===== config.mk =====
export PLATFORM = sky130hd
export DESIGN_NAME = rsas_ctrl
export DESIGN_NICKNAME = d
export VERILOG_FILES = /design/src/design/rsas_pkg.sv /design/src/design/rsas_ctrl.sv
export SDC_FILE = /design/constraint.sdc
export NUM_CORES = 1
export LEC_CHECK = 0
export BUFFER_PORTS_ARGS = -buffer_cell sky130_fd_sc_hd__buf_4
export CORE_AREA = 3 3 40 42
export DETAILED_ROUTE_END_ITERATION = 16
export DIE_AREA = 0 0 43 45
export PLACE_DENSITY = 0.49
export SLEW_MARGIN = 30
export SYNTH_ARGS = -nofsm -noshare
export SYNTH_HDL_FRONTEND = slang
export SYNTH_SLANG_ARGS = --single-unit

===== constraint.sdc =====
create_clock -name clk_i -period 3.27 [get_ports clk_i]
set_clock_uncertainty 0.1 [all_clocks]
set_input_delay 0.327 -clock clk_i [delete_from_list [all_inputs] [get_ports clk_i]]
set_output_delay 0.327 -clock clk_i [all_outputs]
set_load 0.05 [all_outputs]

===== src/design/rsas_pkg.sv =====
// rsas_pkg: shared constants, op codes, fsm states and the
// command / status structs between rsas_ctrl and rsas_dp
// no dependencies
`default_nettype none

package rsas_pkg;

  localparam int unsigned CAP   = 1024;
  localparam int unsigned IDX_W = $clog2(CAP);
  localparam int unsigned CNT_W = $clog2(CAP + 1);
  localparam int unsigned VAL_W = 32;
  localparam int unsigned POS_W = 10;
  localparam int unsigned OP_W  = 2;

  typedef enum logic [OP_W-1:0] {
    OP_CLEAR  = 2'd0,
    OP_APPEND = 2'd1,
    OP_SEARCH = 2'd2
  } op_e;

  typedef enum logic [1:0] {
    ST_IDLE,
    ST_PROBE,
    ST_CMP,
    ST_LAST
  } state_e;

  typedef struct packed {
    logic clear;
    logic append;
    logic start;
    logic rd_probe;
    logic rd_last;
    logic step_left;
    logic step_right;
    logic res_hit;
    logic res_miss;
  } dp_cmd_t;

  typedef struct packed {
    logic range_empty;
    logic hit;
    logic left_sorted;
  } dp_sts_t;

endpackage

`default_nettype wire


===== src/design/rsas_ctrl.sv =====
// rsas_ctrl: request handshake, search state machine and result valid flag
// depends on rsas_pkg; commands rsas_dp
`default_nettype none

module rsas_ctrl (
  input  logic                             clk_i,
  input  logic                             rst_ni,
  input  logic                             in_valid_i,
  output logic                             in_stall_o,
  input  logic [rsas_pkg::OP_W-1:0]        op_i,
  output logic                             out_valid_o,
  input  logic                             out_stall_i,
  output rsas_pkg::dp_cmd_t                cmd_o,
  input  rsas_pkg::dp_sts_t                sts_i
);

  rsas_pkg::state_e state_q, state_d;
  logic out_valid_q, out_valid_d;
  logic accept;
  logic out_free;
  rsas_pkg::op_e op;

  assign op       = rsas_pkg::op_e'(op_i);
  assign accept   = in_valid_i && !in_stall_o;
  assign out_free = !out_valid_q || !out_stall_i;

  always_comb begin
    state_d = state_q;
    case (state_q)
      rsas_pkg::ST_IDLE: begin
        if (accept && op == rsas_pkg::OP_SEARCH) begin
          state_d = rsas_pkg::ST_PROBE;
        end
      end
      rsas_pkg::ST_PROBE: begin
        if (!sts_i.range_empty) begin
          state_d = rsas_pkg::ST_CMP;
        end else if (out_free) begin
          state_d = rsas_pkg::ST_IDLE;
        end
      end
      rsas_pkg::ST_CMP: begin
        if (sts_i.hit) begin
          if (out_free) begin
            state_d = rsas_pkg::ST_IDLE;
          end
        end else if (sts_i.left_sorted) begin
          state_d = rsas_pkg::ST_PROBE;
        end else begin
          state_d = rsas_pkg::ST_LAST;
        end
      end
      rsas_pkg::ST_LAST: begin
        state_d = rsas_pkg::ST_PROBE;
      end
      default: begin
        state_d = rsas_pkg::ST_IDLE;
      end
    endcase
  end

  always_comb begin
    cmd_o = '0;
    case (state_q)
      rsas_pkg::ST_IDLE: begin
        cmd_o.clear  = accept && op == rsas_pkg::OP_CLEAR;
        cmd_o.append = accept && op == rsas_pkg::OP_APPEND;
        cmd_o.start  = accept && op == rsas_pkg::OP_SEARCH;
      end
      rsas_pkg::ST_PROBE: begin
        cmd_o.rd_probe = !sts_i.range_empty;
        cmd_o.res_miss = sts_i.range_empty && out_free;
      end
      rsas_pkg::ST_CMP: begin
        cmd_o.res_hit   = sts_i.hit && out_free;
        cmd_o.step_left = !sts_i.hit && sts_i.left_sorted;
        cmd_o.rd_last   = !sts_i.hit && !sts_i.left_sorted;
      end
      rsas_pkg::ST_LAST: begin
        cmd_o.step_right = 1'b1;
      end
      default: begin
        cmd_o = '0;
      end
    endcase
  end

  assign out_valid_d = cmd_o.res_hit || cmd_o.res_miss || (out_valid_q && out_stall_i);

  always_ff @(posedge clk_i or negedge rst_ni) begin
    if (!rst_ni) begin
      state_q     <= rsas_pkg::ST_IDLE;
      out_valid_q <= 1'b0;
    end else begin
      state_q     <= state_d;
      out_valid_q <= out_valid_d;
    end
  end

  assign in_stall_o  = (state_q != rsas_pkg::ST_IDLE);
  assign out_valid_o = out_valid_q;

  a_no_result_overwrite: assert property (@(posedge clk_i) disable iff (!rst_ni)
    (cmd_o.res_hit || cmd_o.res_miss) |-> !(out_valid_q && out_stall_i))
    else $error("result written over a pending one");

  a_search_starts: assert property (@(posedge clk_i) disable iff (!rst_ni)
    cmd_o.start |=> state_q == rsas_pkg::ST_PROBE)
    else $error("search request did not start a probe");

  a_last_read_cause: assert property (@(posedge clk_i) disable iff (!rst_ni)
    cmd_o.rd_last |-> (!sts_i.hit && !sts_i.left_sorted))
    else $error("last element read without a right-sorted probe");

endmodule

`default_nettype wire


# ---- Word level (Yosys, flattened, before mapping)
# Index checks and enable logic that the tools add are counted.
dict set report classes {
  n_reduce_logical 21
  eq_ne 6
  mux 12
}
# op n
set ops {}
lappend ops {{$mux 2} 6}
lappend ops {{$logic_and 1x1->1} 9}
lappend ops {{$pmux 2 s4} 1}
lappend ops {{$eq 2x2->1 const B} 3}
lappend ops {{$logic_not 1->1} 6}
lappend ops {{$eq 2x1->1 const B} 2}
lappend ops {{$logic_not 2->1} 2}
lappend ops {{$mux 1} 4}
lappend ops {{$logic_or 1x1->1} 3}
lappend ops {{$mux 3} 1}
lappend ops {{$ne 2x2->1 const B} 1}
lappend ops {{$reduce_bool 2->1} 1}
dict set report totals {
  output_inout_bits 11
  input_bits 9
  register_bits 3
  word_cells 41
}

# ---- Depth between registers and ports, before layout
dict set report logic_depth {
  word_depth 6
  depth_mapped 5
  depth_no_buf 5
}

# ---- Least setup slack after synthesis
# Ideal clock, no wire load.
dict set report synth_timing {
  kind {reg-to-output}
  from {reg state_q[0]}
  to {out cmd_o[7] in the netlist's numbering}
  path_stages_with_launch 5
  n_path_buf 0
  required_ns 2.843
  slack_ns 0.836
  arrival_time_ns 2.007
  cell_sequence {dfrtp_1 inv_1 ha_1 nand2_1 nor3b_1}
}
# element line_no
set synth_rtl {}
lappend synth_rtl {{from (decl)} rsas_ctrl.sv:17} ;# rsas_pkg::state_e state_q, state_d;
lappend synth_rtl {{from (signal assigned)} rsas_ctrl.sv:92} ;# state_q <= rsas_pkg::ST_IDLE;
lappend synth_rtl {{from (signal assigned)} rsas_ctrl.sv:95} ;# state_q <= state_d;
lappend synth_rtl {{to (decl)} rsas_ctrl.sv:13} ;# output rsas_pkg::dp_cmd_t cmd_o,

==> impl_metrics.yaml <==
run_status:
  status: "finished clean"
layout:
  syn2layout_area_growth_pct: 63.2
  final_area_um2: 510
  layout-drive-gt1-share_pct: 43.3
  antenna_cells: 0
  layout.nets: 74
cts:
  cts.sink_count: 3
  clockBufferDepth: 2
  numCtsBuffers: 3
  clk_pin_slew_ns: 0.04
  cts_tree: "built"
  postCtsResizedCells: 0
  cts_root_buffer: "clkbuf_4"
  clock_latency_ns: 0.24
  post_cts.repair.setup_buffers: 0
  htreeDepth: 1
  cts_hold_buffers: 1
routing:
  drc: 0
  first_iter_violations: 8
  drtPass1Iterations: 2
  wl_per_cell_um: 10.7
  antenna_left: 0
  routed_wl_um: 799
  via_count: 332
  vias_per_cell: 4.43
worst_setup_path:
  rr_worst_depth: 5
  critPathMaxStageDelay_ns: 0.40
  worst_setup_path_start_kind: "flip-flop"
  worstPathArrival_ns: 1.60
  crit_chain: "inv_1 -> ha_1 -> nand2_1 -> nor3b_1 -> buf_4"
  worstReg2RegEnd: "state_q[1]"
  timing.rr.start: "state_q[1]"
  crit_path_end_kind: "primary output"
  ff2ff_setup_slack_ns: 1.79
  crit_required_ns: 2.84
  slowest_stage: "dfrtp_1"
  cp_max_fo: 6
  critPathKind: "flip-flop to primary output"
  worst-path-buf-inv: 2
  crit_family: "flip-flops"
logic_synthesis:
  syn_area_um2: 313
  postSynthCellCount: 36
  yosysWarnings: 0
  synth_seq_cells: 3
  yosysUniqueCellTypes: 17
  syn_area_per_cell_um2: 8.69
  ys_seq_area_share_pct: 24.0
  syn_nets: 49
pwr:
  ir_worst_vdd_mv: 0.277
  p_per_area_mw_per_mm2: 1010
  leakage_nw: 0.266
sta:
  finalMaxSlewViolations: 0
  fmax_mhz: 494
  period_share_pct: 61.9
  max-slew-margin-rel_pct: 85.9
  rsz0062_at_grt: "no"
  hold_violations: 0
  worst_pin_slew_ns: 0.211
  setup-tns-final_ns: 0
  finalSetupViolations: 0
  post-route-min-period_ns: 2.02
place:
  hpwl_um: 639
  routabilityCongestion: 0.684
  place_area_um2: 474
  port-buffer-count: 19
job:
  cap_viol_max_count: 0
global_route:
  use_met1_pct: 11.8
  grtUsageTotal_pct: 9.00
  overflow: 0
  grt_max_degree: 7
  antenna_found_initial: 0
  busiest_layer: "met2"
  grt_pass1_vias: 315
  met2_usage_pct: 13.8
  grt_pass1_wl_um: 1320
  grt_util_met3_pct: 1.59
die:
  dieArea_mm2: 0.00194
  die_width_um: 43
  start_util_pct: 24.3
  num_rows: 13
  core_mm2: 0.00128
  dieHeight_um: 45
  io_pins: 20
hold_path:
  hold_path_depth: 3
  whs_endpoint: "out_valid_o"
  hold_path.class: "input port to flip-flop"
  min_from: "out_stall_i"
per-stage QoR:
stage          hold slack, ns  setup WS (ns)  cells  utilization [%]  power, W
4_1_cts                 0.263           1.25     75             39.7  0.000520
5_1_grt                 0.294           1.14     75             39.7  0.000550
3_3_place_gp           0.0177           1.53     70             36.9  0.000453
6_report                0.269           1.25     75             39.7  0.000513
3_5_place_dp           0.0182           1.51     70             36.9  0.000448
2_1_floorplan         -0.0686          0.836     36                -  0.000352
kinds of logic (layout without fill, tap and decap cells):
kind of cell	Yosys count	in the layout	share of synthesized area, %
AO/OA/AOI/OAI	9	9	22.0
flip-flops	3	3	24.0
buffers and inverters	4	28	4.80
adder cells (fa/ha/maj)	4	4	16.0
AND/OR/NAND/NOR	16	16	33.2
cell usage after synthesis:
cell | n | share of area, %
inv_1 | 4 | 4.8
a22oi_2 | 1 | 4.0
ha_1 | 4 | 16
nand2_1 | 5 | 6.0
nor2b_4 | 1 | 4.4
a311o_1 | 1 | 3.2
nand3_1 | 2 | 3.2
o21bai_1 | 1 | 2.4
nor2_1 | 2 | 2.4
a32o_1 | 1 | 3.2
nand2b_2 | 1 | 2.8
a21oi_1 | 4 | 6.4
nand3b_4 | 1 | 6.4
nor3_1 | 2 | 3.2
nor3b_1 | 2 | 4.8
dfrtp_1 | 3 | 24
o2bb2ai_1 | 1 | 2.8
routing by layer:
metal  vias to the layer above  part of all wire [%]
met3                         0                   5.1
met2                        10                    48
met5                         -                     0
met4                         0                     0
met1                       147                    47
li1                        175                     -
cell usage in the layout (no fill, tap or decap):
cell            n
nor2b_4         1
clkbuf_4        3
clkbuf_1        1
nor3_1          2
dfrtp_1         3
nand3b_4        1
a32o_1          1
nor2_1          2
dlygate4sd3_1   1
a311o_1         1
o21bai_1        1
o2bb2ai_1       1
nand3_1         2
nor3b_1         2
nand2b_2        1
ha_1            4
nand2_1         5
a22oi_2         1
a21oi_1         4
inv_1           4
buf_4          19
area by class of cell:
cell class,count,area (µm²)
Sequential cell,3,75.1
Multi-Input combinational cell,29,223
Timing Repair Buffer,20,153
Tap cell,15,18.8
Clock buffer,4,26.3
Fill cell,143,774
Inverter,4,15.0
power by group:
| part | total, W | leakage [nW] | internal (W) | switching [W] |
|---|---|---|---|---|
| clock network | 0.0000660 | 0.0150 | 0.0000458 | 0.0000202 |
| logic | 0.000369 | 0.213 | 0.000136 | 0.000234 |
| registers | 0.0000778 | 0.0377 | 0.0000566 | 0.0000213 |
worst register-to-register path: stages (launching register included):
cell and delay [ns]:
dfrtp_1 0.39, inv_1 0.08, ha_1 0.23, nor2b_4 0.14
o21bai_1 0.15, a32o_1 0.27
flip-flops by register name, summed over array words and instances (netlist names):
register     count
out_valid_o      1
state_q          2
worst max-delay path by stage:
| stage | slack (ns) | start | cells past startpoint | to |
|---|---|---|---|---|
| after floorplan | 0.84 | state_q[0] | 4 | cmd_o[7] |
| after global placement | 1.53 | state_q[0] | 5 | cmd_o[6] |
| after detailed placement | 1.51 | state_q[0] | 5 | cmd_o[7] |
| after CTS | 1.25 | state_q[0] | 5 | cmd_o[7] |
| after global routing | 1.14 | state_q[0] | 5 | cmd_o[7] |
| final | 1.25 | state_q[0] | 5 | cmd_o[6] |
No activity file was read; power rests on OpenSTA's default activity.
